`src/rtl/core/fgd_pkg.sv`:
```
// Package for the finger gesture detector: beat payload types, the job record
// handed from the lanes to the merging stage, register indexes and gesture codes.
// No dependencies.
package fgd_pkg;

    // Number of fingers, thumb first.
    localparam int NUM_FINGERS = 5;

    // Configuration register indexes.
    localparam logic REG_THRESHOLD = 1'b0;
    localparam logic REG_TIMEOUT   = 1'b1;

    // Gesture code for an input without any finger change.
    localparam logic [3:0] CODE_NONE = 4'd0;

    // One input beat: a rotation sample per finger.
    typedef struct packed {
        logic signed [15:0] thumb_rate;
        logic signed [15:0] index_rate;
        logic signed [15:0] middle_rate;
        logic signed [15:0] ring_rate;
        logic signed [15:0] little_rate;
    } sample_t;

    // One result beat.
    typedef struct packed {
        logic [3:0] gesture_code;
        logic [3:0] list_slot;
        logic [4:0] closed_flags;
        logic [4:0] start_flags;
        logic       list_restarted;
        logic       last;
    } gesture_t;

    // Everything the merging stage needs to emit the results of one input.
    typedef struct packed {
        logic [4:0] change;      // finger changed on this input
        logic [4:0] opening;     // the change was an open, else a close
        logic [4:0] old_flags;   // closed flags before this input
        logic [4:0] new_flags;   // closed flags after this input
        logic [4:0] start_flags; // list start flags after this input
        logic       restarted;   // the timeout restarted the list
    } fgd_job_t;

    // Gesture code of a finger: 2f+1 on close, 2f+2 on open.
    function automatic logic [3:0] finger_code(input logic [2:0] finger,
                                               input logic opening);
        return {finger, 1'b0} + (opening ? 4'd2 : 4'd1);
    endfunction

endpackage

```
`src/rtl/core/fgd_lane.sv`:
```
// One finger lane of the gesture detector: threshold compare against the
// finger's current closed flag. Depends on fgd_pkg.
module fgd_lane
    import fgd_pkg::*;
(
    input  logic signed [15:0] sample,
    input  logic [14:0]        threshold,
    input  logic               closed,
    output logic               change,
    output logic               opening,
    output logic               closed_next
);

    logic signed [16:0] sample_ext;
    logic signed [16:0] thr_pos;
    logic signed [16:0] thr_neg;
    logic               close_hit;
    logic               open_hit;

    // Compare in 17 bits so that the negated threshold always fits.
    always_comb
    begin
        sample_ext  = {sample[15], sample};
        thr_pos     = {2'b00, threshold};
        thr_neg     = -thr_pos;
        close_hit   = (sample_ext > thr_pos) && !closed;
        open_hit    = (sample_ext < thr_neg) && closed;
        change      = close_hit || open_hit;
        opening     = open_hit;
        closed_next = closed ^ change;
    end

endmodule

```
`src/rtl/core/fgd_merge.sv`:
```
// Merging stage of the gesture detector: walks the changed lanes of one job,
// thumb first, keeps the list write slot and drives the result register.
// Depends on fgd_pkg.
module fgd_merge
    import fgd_pkg::*;
#(
    parameter int MAX_GESTURES = 16
)
(
    input  logic     clk,
    input  logic     rst_n,
    input  logic     load_valid,
    input  fgd_job_t load_job,
    output logic     load_ready,
    output logic     out_valid,
    input  logic     out_ready,
    output gesture_t out_data
);

    localparam int SLOT_W = $clog2(MAX_GESTURES);

    logic              job_valid_reg;
    logic              job_valid_next;
    fgd_job_t          job_reg;
    fgd_job_t          job_next;
    logic [SLOT_W-1:0] slot_reg;
    logic [SLOT_W-1:0] slot_next;
    logic              out_valid_reg;
    logic              out_valid_next;
    gesture_t          out_reg;
    gesture_t          out_next;

    logic              emit_en;
    logic              emit_last;
    logic              emit_none;
    logic [4:0]        low_fill;
    logic [4:0]        lowest;
    logic [4:0]        rest;
    logic [2:0]        finger;
    logic              finger_opening;
    logic [SLOT_W-1:0] slot_inc;

    // A result leaves the job when the output register is free or drains.
    always_comb
    begin
        emit_en    = job_valid_reg && (!out_valid_reg || out_ready);
        emit_none  = (job_reg.change == 5'd0);
        low_fill   = job_reg.change ^ (job_reg.change - 5'd1);
        lowest     = job_reg.change & ~(job_reg.change - 5'd1);
        rest       = job_reg.change & (job_reg.change - 5'd1);
        emit_last  = (rest == 5'd0);
        load_ready = !job_valid_reg || (emit_en && emit_last);
    end

    // Encode the lowest changed finger.
    always_comb
    begin
        finger         = 3'd0;
        finger_opening = 1'b0;
        for (int f = 0; f < NUM_FINGERS; f++)
        begin
            if (lowest[f])
            begin
                finger         = 3'(f);
                finger_opening = job_reg.opening[f];
            end
        end
    end

    // Write slot advance with wrap at the list length.
    always_comb
    begin
        if (slot_reg == SLOT_W'(MAX_GESTURES - 1))
        begin
            slot_inc = '0;
        end
        else
        begin
            slot_inc = slot_reg + 1'b1;
        end
    end

    // Next result, slot and job.
    always_comb
    begin
        job_valid_next = job_valid_reg;
        job_next       = job_reg;
        slot_next      = slot_reg;
        out_valid_next = out_valid_reg;
        out_next       = out_reg;

        if (out_valid_reg && out_ready)
        begin
            out_valid_next = 1'b0;
        end

        if (emit_en)
        begin
            out_valid_next          = 1'b1;
            out_next.closed_flags   = (job_reg.new_flags & low_fill)
                                    | (job_reg.old_flags & ~low_fill);
            out_next.start_flags    = job_reg.start_flags;
            out_next.last           = emit_last;
            if (emit_none)
            begin
                out_next.gesture_code   = CODE_NONE;
                out_next.list_slot      = 4'd0;
                out_next.list_restarted = job_reg.restarted;
                if (job_reg.restarted)
                begin
                    slot_next = '0;
                end
            end
            else
            begin
                out_next.gesture_code   = finger_code(finger, finger_opening);
                out_next.list_slot      = 4'(slot_reg);
                out_next.list_restarted = 1'b0;
                slot_next               = slot_inc;
            end
            job_next.change = rest;
            if (emit_last)
            begin
                job_valid_next = 1'b0;
            end
        end

        if (load_valid && load_ready)
        begin
            job_valid_next = 1'b1;
            job_next       = load_job;
        end
    end

    // Control registers.
    always_ff @(posedge clk or negedge rst_n)
    begin
        if (!rst_n)
        begin
            job_valid_reg <= 1'b0;
            out_valid_reg <= 1'b0;
            slot_reg      <= '0;
        end
        else
        begin
            job_valid_reg <= job_valid_next;
            out_valid_reg <= out_valid_next;
            slot_reg      <= slot_next;
        end
    end

    // Payload registers.
    always_ff @(posedge clk)
    begin
        job_reg <= job_next;
        out_reg <= out_next;
    end

    assign out_valid = out_valid_reg;
    assign out_data  = out_reg;

    // The write slot never points past the end of the list.
    a_slot_range: assert property (@(posedge clk) disable iff (!rst_n)
        32'(slot_reg) < MAX_GESTURES)
        else $error("write slot out of range");

    // A job with results still to go stays loaded.
    a_job_held: assert property (@(posedge clk) disable iff (!rst_n)
        (emit_en && !emit_last) |=> job_valid_reg)
        else $error("job dropped before its last result");

    // A list restart only appears on a result without a gesture.
    a_restart_none: assert property (@(posedge clk) disable iff (!rst_n)
        (out_valid_reg && out_reg.list_restarted) |-> (out_reg.gesture_code == CODE_NONE))
        else $error("list restart on a gesture result");

endmodule

```
`src/rtl/core/finger_gesture_detector.sv`:
```
// Finger gesture detector top level: configuration registers, finger state,
// five compare lanes and the merging stage. Depends on fgd_pkg, fgd_lane and
// fgd_merge.
//
// Usage: each beat on the sample channel carries one signed rotation sample
// per finger. The five lanes compare all fingers in the cycle the beat is
// accepted and update the closed flags at once. The merging stage then emits
// one result beat per changed finger, thumb first, one beat per cycle while
// the receiver is ready, or a single 'none' beat when nothing changed; the
// final beat of an input has last set. An accepted sample passes the job
// register and the result register on its way to the gesture channel. The
// next input is taken as the last beat of the previous one leaves the job
// register, so gesture-free inputs are taken one per cycle while the receiver
// keeps up. When the receiver stalls, the result register holds its beat, one
// further input waits in the job register and sample_ready drops until room
// frees up. Reset clears the closed and start flags, the write slot, the idle
// count and both registers; the gesture list entries are not read back by the
// block, so only the write slot is kept. The user must write the registers
// over the APB port only while the block is idle; the block does not enforce it.
module finger_gesture_detector
    import fgd_pkg::*;
#(
    parameter int MAX_GESTURES = 16
)
(
    input  logic        clk,
    input  logic        rst_n,
    input  logic        sample_valid,
    output logic        sample_ready,
    input  sample_t     sample,
    output logic        gesture_valid,
    input  logic        gesture_ready,
    output gesture_t    gesture,
    input  logic        psel,
    input  logic        penable,
    input  logic        pwrite,
    input  logic [2:0]  paddr,
    input  logic [31:0] pwdata,
    output logic [31:0] prdata,
    output logic        pready
);

    logic [14:0] threshold_reg;
    logic [15:0] timeout_reg;
    logic [4:0]  closed_reg;
    logic [4:0]  closed_next;
    logic [4:0]  start_reg;
    logic [4:0]  start_next;
    logic [16:0] idle_reg;
    logic [16:0] idle_next;

    logic            accept;
    logic            cfg_write;
    logic            restart;
    logic [16:0]     idle_inc;
    logic [16:0]     idle_limit;
    logic [15:0]     lane_sample [NUM_FINGERS];
    logic [4:0]      lane_change;
    logic [4:0]      lane_opening;
    logic [4:0]      lane_closed;
    fgd_job_t        job;

    // APB register port.
    assign pready    = 1'b1;
    assign cfg_write = psel && penable && pwrite;

    always_comb
    begin
        case (paddr[2])
            REG_THRESHOLD: prdata = {17'd0, threshold_reg};
            REG_TIMEOUT:   prdata = {16'd0, timeout_reg};
            default:       prdata = 32'd0;
        endcase
    end

    always_ff @(posedge clk or negedge rst_n)
    begin
        if (!rst_n)
        begin
            threshold_reg <= '0;
            timeout_reg   <= '0;
        end
        else if (cfg_write)
        begin
            case (paddr[2])
                REG_THRESHOLD: threshold_reg <= pwdata[14:0];
                REG_TIMEOUT:   timeout_reg   <= pwdata[15:0];
                default:       threshold_reg <= threshold_reg;
            endcase
        end
    end

    // Finger lanes, thumb in lane 0.
    assign lane_sample[0] = sample.thumb_rate;
    assign lane_sample[1] = sample.index_rate;
    assign lane_sample[2] = sample.middle_rate;
    assign lane_sample[3] = sample.ring_rate;
    assign lane_sample[4] = sample.little_rate;

    for (genvar f = 0; f < NUM_FINGERS; f++)
    begin : g_lane
        fgd_lane u_lane (
            .sample      (lane_sample[f]),
            .threshold   (threshold_reg),
            .closed      (closed_reg[f]),
            .change      (lane_change[f]),
            .opening     (lane_opening[f]),
            .closed_next (lane_closed[f])
        );
    end

    // Idle counting and list restart on gesture-free inputs.
    always_comb
    begin
        accept     = sample_valid && sample_ready;
        idle_inc   = idle_reg + 17'd1;
        idle_limit = {1'b0, timeout_reg} + 17'd1;
        idle_next  = idle_reg;
        start_next = start_reg;
        closed_next = closed_reg;
        restart    = 1'b0;
        if (accept)
        begin
            closed_next = lane_closed;
            if (lane_change != 5'd0)
            begin
                idle_next = '0;
            end
            else
            begin
                idle_next = (idle_inc > idle_limit) ? idle_limit : idle_inc;
                if (idle_next > {1'b0, timeout_reg})
                begin
                    restart    = 1'b1;
                    start_next = closed_reg;
                end
            end
        end
    end

    // Job handed to the merging stage.
    always_comb
    begin
        job.change      = lane_change;
        job.opening     = lane_opening;
        job.old_flags   = closed_reg;
        job.new_flags   = lane_closed;
        job.start_flags = start_next;
        job.restarted   = restart;
    end

    always_ff @(posedge clk or negedge rst_n)
    begin
        if (!rst_n)
        begin
            closed_reg <= '0;
            start_reg  <= '0;
            idle_reg   <= '0;
        end
        else
        begin
            closed_reg <= closed_next;
            start_reg  <= start_next;
            idle_reg   <= idle_next;
        end
    end

    fgd_merge #(
        .MAX_GESTURES (MAX_GESTURES)
    ) u_merge (
        .clk        (clk),
        .rst_n      (rst_n),
        .load_valid (sample_valid),
        .load_job   (job),
        .load_ready (sample_ready),
        .out_valid  (gesture_valid),
        .out_ready  (gesture_ready),
        .out_data   (gesture)
    );

    // An input with a gesture clears the idle count.
    a_idle_clear: assert property (@(posedge clk) disable iff (!rst_n)
        (accept && (lane_change != 5'd0)) |=> (idle_reg == 17'd0))
        else $error("idle count not cleared by a gesture");

endmodule
```
`config.mk`:
```
export PLATFORM = sky130hd
export DESIGN_NAME = finger_gesture_detector
export DESIGN_NICKNAME = d
export VERILOG_FILES = /design/src/rtl/core/fgd_pkg.sv /design/src/rtl/core/fgd_lane.sv /design/src/rtl/core/fgd_merge.sv /design/src/rtl/core/finger_gesture_detector.sv
export SDC_FILE = /design/constraint.sdc
export NUM_CORES = 1
export LEC_CHECK = 0
export BUFFER_PORTS_ARGS = -buffer_cell sky130_fd_sc_hd__buf_2
export CAP_MARGIN = 25
export CORE_ASPECT_RATIO = 0.8
export CORE_MARGIN = 1.5
export CORE_UTILIZATION = 40
export CTS_BUF_LIST = sky130_fd_sc_hd__clkbuf_4 sky130_fd_sc_hd__clkbuf_8 sky130_fd_sc_hd__clkbuf_16
export DETAILED_ROUTE_END_ITERATION = 8
export GPL_TIMING_DRIVEN = 0
export HOLD_SLACK_MARGIN = 0.08
export PLACE_DENSITY = 0.65
export SLEW_MARGIN = 20
export SYNTH_ARGS = -nofsm -noshare
export SYNTH_HDL_FRONTEND = slang
export SYNTH_SLANG_ARGS = --single-unit
```
`constraint.sdc`:
```
create_clock -name clk -period 10.8 [get_ports clk]
set_clock_uncertainty 0.05 [all_clocks]
set_input_delay 2.16 -clock clk [delete_from_list [all_inputs] [get_ports clk]]
set_output_delay 2.16 -clock clk [all_outputs]
set_load 0.03 [all_outputs]
```
# Word level (Yosys, flattened, before mapping)
# Index checks and enable logic that the tools add are counted.
# classes
n_addsub,6
order_cmp,12
eq_ne,2
mux,28
bitwise,14
reduce_logical,40
# ops
cell,n
$lt 16x17->1,5
$gt 16x16->1,5
$pmux 32 s2,1
$mux 17,2
$mux 26,1
$and 5x5->5,4
$mux 5,4
$add 16x1->17 const B,1
$add 17x1->17 const B,1
$gt 17x16->1,1
$gt 17x17->1,1
$neg 15->17,1
$logic_and 1x1->1,16
$mux 1,13
$mux 4,3
$logic_not 5->1,2
$not 5->5,2
$reduce_and 2->1,4
$logic_not 1->1,7
$logic_or 1x1->1,7
$mux 2,3
$reduce_bool 2->1,3
$or 5x5->5,1
$reduce_bool 5->1,1
9 further kinds,13
# word_totals
reg_bits,110
inputBits,122
output_inout_bits,55
word_cells,122

# Logic depth before layout (Yosys ltp)
# Gate-level depths: netlist of the first run.
# depth
ltp_word,10
depth_mapped,23

# By module
# Synthesis of the first run repeated with hierarchy kept, for this count alone.
# unflattened
cells_unflattened,1217
area_unflattened_um2,11467.2
# by_module_without_submodules
mod,n_inst,cells_each,area_each_um2
fgd_lane,5,134,1027.2
finger_gesture_detector,1,406,4202.8
fgd_merge,1,141,2128.3

# Worst setup path after synthesis of the first run
# Ideal clock, no wire load.
# synth_timing
kind,input-to-output
from,in paddr[2]
to,out prdata[0]
arrival_time_ns,3.025
required_time_ns,8.590
path_slack_ns,5.565
path_stages,2
n_path_buf,1
cell_sequence,clkbuf_1 o21ai_0
# synth_via
elab_chain_cells,2
# synth_lines
item,line_no,rtl
"start, declared",finger_gesture_detector.sv:37,"input logic [2:0] paddr,"
$not 1->1 (no source line),n/a,
$pmux 32 s2 (*),finger_gesture_detector.sv:69,case (paddr[2])
"end, declared",finger_gesture_detector.sv:39,"output logic [31:0] prdata,"
# Every way passes the cells marked *; elsewhere a longest branch is shown, timed or not. The select of a mux whose other input is x is not followed.

==> flow_metrics.py, run 1 <==
metrics = {
    "synthesis": {
        "postSynthAreaPerCell_um2": 9.54,
        "synthTopCellsByArea": "ha_1, dfrtp_1, edfxtp_1",
        "async_flop_share_pct": 58.7,
        "netlist_area_um2": 9850,
        "synth-edff-count": 45,
        "synth_cell_types": 69,
        "yosysTopAreaCell": "ha_1",
        "yosysWarnings": 0,
        "synth_top_area_share_pct": 24.6,
        "synthCells": 1032,
        "ys_seq_area_share_pct": 30.0,
        "ys.flop_type": "dfrtp_1",
        "synth-seq-cells": 109,
    },
    "critical_path": {
        "crit_slowest_cell": "dfrtp_1",
        "cp-end-kind": "register",
        "critPathRequiredTime_ps": 10880,
        "crit_type": "reg -> reg",
        "cp-start-kind": "register",
        "rr_startpoint": "timeout_reg[0]",
        "path_max_fanout": 10,
        "reg2reg_slack_ps": 3970,
        "crit_start": "timeout_reg[0]",
        "reg2regPathDepth": 22,
        "cp_slowest_stage_delay_ps": 550,
        "reg2reg_to": "u_merge.job_reg[2]",
        "worst_ep_arrival_time_ps": 6910,
        "crit_end": "u_merge.job_reg[2]",
        "path_cells": "ha_1 -> and3_1 -> nand4_1 -> nor3_1 -> xnor2_1 -> ha_1 -> nand4_1 -> nor4_1 -> o31ai_1 -> o211ai_1 -> a21boi_0 -> clkbuf_1 -> buf_2 -> a21oi_1 -> ha_1 -> nand4_1 -> nor2_1 -> o221ai_1 -> a21oi_1 -> nor2_1 -> nor4_4 -> mux2_2",
    },
    "sta": {
        "fin_ws_ps": 3970,
        "setup_viol": 0,
        "max_freq_ghz": 0.146,
        "rsz0062_at_grt": "no",
        "hold_viol": 0,
        "slew_viol_final": 0,
        "period_share_pct": 63.2,
        "hold-worst-slack_ps": 376,
        "slew_headroom_pct": 47.3,
        "period_needed_ps": 6830,
        "finalSetupTns_ps": 0,
        "worstMarginPinSlew_ps": 780,
    },
    "die": {
        "fp.dieW_um": 178,
        "dieArea_um2": 25600,
        "fp.dieH_um": 143,
        "pin_count": 177,
        "core_um2": 24200,
        "initial_core_util_pct": 40.6,
        "rows": 51,
    },
    "cts": {
        "cts.sinks": 109,
        "htreeDepth": 3,
        "clkSlewWorstSetupHoldPaths_ps": 90,
        "cts_buffers": 9,
        "cts_tree": "built",
        "cts_hold_buf": 0,
        "worst_skew_pair.late_latency_ps": 370,
        "cts_setup_buffers": 0,
        "clock_path_buffers": 2,
        "cts_resized": 0,
        "root_buffer": "clkbuf_16",
    },
    "routing": {
        "routed-wl-met3_um": 1810,
        "final_antenna_net_count": 0,
        "routedWlPerCell_um": 17.9,
        "vias": 8326,
        "routed_via_density": 5.46,
        "maxUsedRoutingLayer": "met4",
        "drc": 0,
        "wl_met1_um": 13500,
        "route.final.wire_length_um": 27200,
        "firstDrtPassIters": 5,
        "drt-initial-drc-count": 579,
        "met2_length_um": 11400,
    },
    "cells_and_area": {
        "layout-area-overhead-vs-synth_pct": 15.4,
        "drive_above_1_share_pct": 19.4,
        "largest_reg_flops": 25,
        "multi_input_area_um2": 6520,
        "fin_area_um2": 11400,
        "fin_util_pct": 46.9,
        "fillers": 2358,
        "final_net_count": 1517,
        "register_area_um2": 2950,
        "diodes": 0,
    },
    "run_status": {
        "status": "finished, final reports clean",
    },
    "global_route": {
        "track_usage_pct": 21.8,
        "grt_max_degree": 49,
        "gr-total-overflow": 0,
        "grt_pass1_vias": 7953,
        "antenna_found_initial": 0,
        "grt_pass1_wl_um": 42900,
    },
    "place": {
        "placed_area_um2": 11000,
        "place_ws_ps": 4130,
        "port_buffers": 141,
        "dpl.hpwl_um": 22500,
        "gp_congestion": 0.952,
    },
    "power": {
        "ir_drop_mv": 0.111,
        "p_leak_nw": 5.49,
        "power.density_nw_per_um2": 186,
    },
    "hold_path": {
        "hp-class": "reg -> reg",
    },
    "run": {
        "maxCapViolCount": 0,
    },
}
==> where the power goes <==
part	internal, W	total, W	switching, W
Clock	0.000173	0.000363	0.000191
Sequential	0.000596	0.000683	0.0000868
Combinational	0.000402	0.00107	0.000664
Total	0.00117	0.00211	0.000941
==> through the flow <==
stage	total power, W	cells
2_1_floorplan	0.00143	1047
3_3_place_gp	0.00171	1506
3_5_place_dp	0.00174	1507
4_1_cts	0.00211	1523
5_1_grt	0.00229	1524
6_report	0.00211	1524
==> cell usage in the layout (no fill, tap or decap), types with 21 or more instances in the layout <==
| cell type | synthesis | layout |
|---|---|---|
| inv_1 | 58 | 58 |
| nand2_1 | 73 | 73 |
| nor2_1 | 60 | 60 |
| xnor2_1 | 30 | 30 |
| mux2_2 | 43 | 43 |
| o21ai_0 | 46 | 46 |
| dfrtp_1 | 64 | 64 |
| ha_1 | 194 | 194 |
| a21o_1 | 26 | 26 |
| nor2b_1 | 21 | 21 |
| buf_2 | 1 | 141 |
| nand3_1 | 36 | 36 |
| edfxtp_1 | 45 | 45 |
| a21oi_1 | 75 | 75 |
| nand4_1 | 27 | 27 |
==> cells by family after synthesis <==
kind of cell	after synthesis	synth area share, %
simple gates	304	15.9
compound gates	239	15.8
fa+ha+maj	195	24.7
flops	109	30.0
buf+inv	94	4.36
mux	48	5.45
xor+xnor	41	3.65
other cells	2	0.0762
==> Yosys cell counts (8+ instances only) <==
master,n
a31oi_1,8
o211ai_1,8
a22o_1,19
nand2b_1,15
nand3_1,36
nand4_1,27
ha_1,194
nand2_1,73
dfrtp_1,64
and3_1,13
nor2b_1,21
nor2_1,60
nor3_1,20
o21a_1,11
xor2_1,11
buf_4,18
inv_1,58
a21oi_1,75
o21ai_0,46
xnor2_1,30
a21o_1,26
edfxtp_1,45
clkbuf_1,14
mux2_2,43
==> layer usage <==
layer | track usage (%) | vias up
li1 | - | 4156
met1 | 32.7 | 3873
met2 | 33.2 | 273
met3 | 2.62 | 24
met4 | 5.00 | 0
met5 | 0 | -
==> worst min-delay path by stage <==
stage          depth (start not counted)                  end               start  slack [ps]
2_1_floorplan                          0  u_merge.out_data[2]  u_merge.job_reg[1]         350
5_1_grt                                0  u_merge.out_data[4]  u_merge.job_reg[3]         380
6_report                               0  u_merge.out_data[4]  u_merge.job_reg[3]         380
3_5_place_dp                           0  u_merge.out_data[4]  u_merge.job_reg[3]         360
3_3_place_gp                           0  u_merge.out_data[4]  u_merge.job_reg[3]         350
4_1_cts                                0  u_merge.out_data[4]  u_merge.job_reg[3]         380
==> worst max-delay path, delay by kind of cell, from the launching register on <==
| family | cells | cell delay (ps) |
|---|---|---|
| compound gates | 6 | 1260 |
| xor+xnor | 1 | 150 |
| fa+ha+maj | 3 | 870 |
| buf+inv | 2 | 810 |
| flops | 1 | 550 |
| mux | 1 | 410 |
| simple gates | 9 | 2470 |
==> area by class of cell <==
type,instances,share of cell area (%)
tap,318,3.50
clock inverter,7,0.848
sequential,109,26.0
buffer,34,1.79
timing repair buffer,143,6.52
multi-input combinational,844,57.4
clock buffer,9,1.98
inverter,60,1.98
No activity file was read; power rests on OpenSTA's default activity.
==> run 2: changes to the inputs <==
==> constraint.sdc (replaced) <==
create_clock -name clk -period 6.45 [get_ports clk]
set_clock_uncertainty 0.05 [all_clocks]
set_input_delay 1.29 -clock clk [delete_from_list [all_inputs] [get_ports clk]]
set_output_delay 1.29 -clock clk [all_outputs]
set_load 0.03 [all_outputs]
==> run 2 against run 1 <==
Global-route usage barely moved. Sequential power rose by 67%. Combinational power rose by 67%. Largest cell class unchanged. Utilization rose by 0.19 points. Critical path type unchanged. Critical path depth rose by 1. Largest power group unchanged.
==> flow_metrics.py, run 2 (synthesized netlist as in run 1, its figures left out) <==
metrics = {
    "run_status": {
        "status": "finished, final reports clean",
    },
    "cts": {
        "cts_hold_buf": 0,
        "htreeDepth": 3,
        "clock_path_buffers": 2,
        "clkSlewWorstSetupHoldPaths_ps": 90,
        "worst_skew_pair.late_latency_ps": 370,
        "cts_tree": "built",
        "root_buffer": "clkbuf_16",
        "cts.sinks": 109,
        "cts_buffers": 9,
    },
    "routing": {
        "route.final.wire_length_um": 27300,
        "vias": 8360,
        "firstDrtPassIters": 8,
        "routed_via_density": 5.48,
        "drc": 0,
        "drt-initial-drc-count": 722,
        "final_antenna_net_count": 0,
        "routedWlPerCell_um": 17.9,
    },
    "power": {
        "power.share.sequential_pct": 32.3,
        "ir_drop_mv": 0.187,
        "power.density_nw_per_um2": 310,
        "combPwrFrac_pct": 50.5,
        "p_sw_share_pct": 44.6,
        "pwr-share-clk_pct": 17.2,
        "totalPowerFinal_w": 0.00354,
        "p_leak_nw": 5.51,
        "p_int_w": 0.00196,
        "switchingPower_w": 0.00158,
    },
    "place": {
        "gp_congestion": 0.952,
        "dpl.hpwl_um": 22500,
        "port_buffers": 141,
        "placed_area_um2": 11000,
    },
    "die": {
        "fp.dieH_um": 143,
        "fp.dieW_um": 178,
        "rows": 51,
        "core_um2": 24200,
        "pin_count": 177,
        "dieArea_um2": 25600,
        "initial_core_util_pct": 40.6,
    },
    "critical_path": {
        "cp-start-kind": "register",
        "cp-end-kind": "register",
        "worst_ep_arrival_time_ps": 6170,
        "path_max_fanout": 10,
        "critPathRequiredTime_ps": 6520,
        "crit_type": "reg -> reg",
    },
    "cells_and_area": {
        "largest_reg_flops": 25,
        "layout_commonest_cell": "ha_1",
        "drive_above_1_share_pct": 20.2,
        "layout-area-overhead-vs-synth_pct": 15.9,
        "diodes": 0,
        "fin_area_um2": 11400,
        "final_net_count": 1519,
        "final_cell_mix": "ha_1, buf_2, a21oi_1, nand2_1, dfrtp_1",
    },
    "hold_path": {
        "hp-class": "reg -> reg",
    },
    "sta": {
        "period_share_pct": 94.6,
        "setup_viol": 0,
        "period_needed_ps": 6100,
        "max_freq_ghz": 0.164,
        "slew_viol_final": 0,
        "worstMarginPinSlew_ps": 779,
        "finalSetupTns_ps": 0,
        "slew_headroom_pct": 47.4,
        "hold-worst-slack_ps": 377,
        "rsz0062_at_grt": "no",
        "hold_viol": 0,
    },
    "global_route": {
        "track_usage_pct": 21.8,
        "grt_max_degree": 49,
        "antenna_found_initial": 0,
        "gr-total-overflow": 0,
        "grt_pass1_wl_um": 43000,
        "grt_pass1_vias": 7956,
    },
    "run": {
        "maxCapViolCount": 0,
    },
}
run 2: power groups by stage:
stage,clock [W],combinational (W),sequential (W)
2_1_floorplan,0,0.00116,0.00123
3_3_place_gp,0,0.00172,0.00115
3_5_place_dp,0,0.00176,0.00116
4_1_cts,0.000624,0.00178,0.00114
5_1_grt,0.000648,0.00201,0.00117
6_report,0.000607,0.00179,0.00114
run 2: critical path, cell delays in order (launching register included):
cell and delay, ps:
dfrtp_1 470, ha_1 280, nand2_1 90, or3b_1 460, nor3_2 210, xor2_1 120
ha_1 320, nand4_1 160, nor4_2 370, o31ai_1 140, o211ai_1 160, a21boi_1 290
buf_2 290, buf_2 290, a21oi_1 140, ha_1 320, nand4_1 110, nor2_1 190
o221ai_1 160, a21oi_1 290, nor2_1 120, nor4_4 280, buf_4 200, mux2_1 360
run 2: metrics by stage:
step,setup slack [ps],util [%],instances
after floorplan,1220,-,1047
after global placement,-174,45.4,1506
after detailed placement,-217,45.5,1507
after CTS,32.0,46.9,1523
after global routing,32.0,47.1,1526
final,349,47.1,1526
run 2: cell type report:
class	count	area (µm²)
Buffer	34	206
Clock buffer	9	225
Clock inverter	7	96.3
Fill cell	2354	12800
Inverter	60	225
Multi-Input combinational cell	844	6550
Sequential cell	109	2950
Tap cell	318	398
Timing Repair Buffer	145	756
run 2: per-layer routing:
layer | wire length, µm | vias up | global-route usage (%)
li1 | - | 4162 | -
met5 | 0 | - | 0
met4 | 497 | 0 | 5.00
met2 | 11500 | 256 | 33.2
met1 | 13700 | 3918 | 32.8
met3 | 1640 | 24 | 2.62
run 2: path summary, 6_finish.rpt:
path | endpoint | depth (start not counted) | startpoint | slack [ps]
setup / recovery | u_merge.job_reg[5] | 23 | idle_reg[0] | 350
setup reg to reg | u_merge.job_reg[5] | 23 | idle_reg[0] | 350
min in group asynchronous | start_reg[3] | 1 | rst_n | 750
max in group asynchronous | timeout_reg[0] | 2 | rst_n | 5060
hold / removal | u_merge.out_data[4] | 0 | u_merge.job_reg[3] | 380
hold reg to reg | u_merge.out_data[4] | 0 | u_merge.job_reg[3] | 380
run 2: timing repair:
action	CTS	global route
gates resized for setup	1	10
setup buffers	0	2
pin swaps	1	1
setup endpoints to repair	10	11
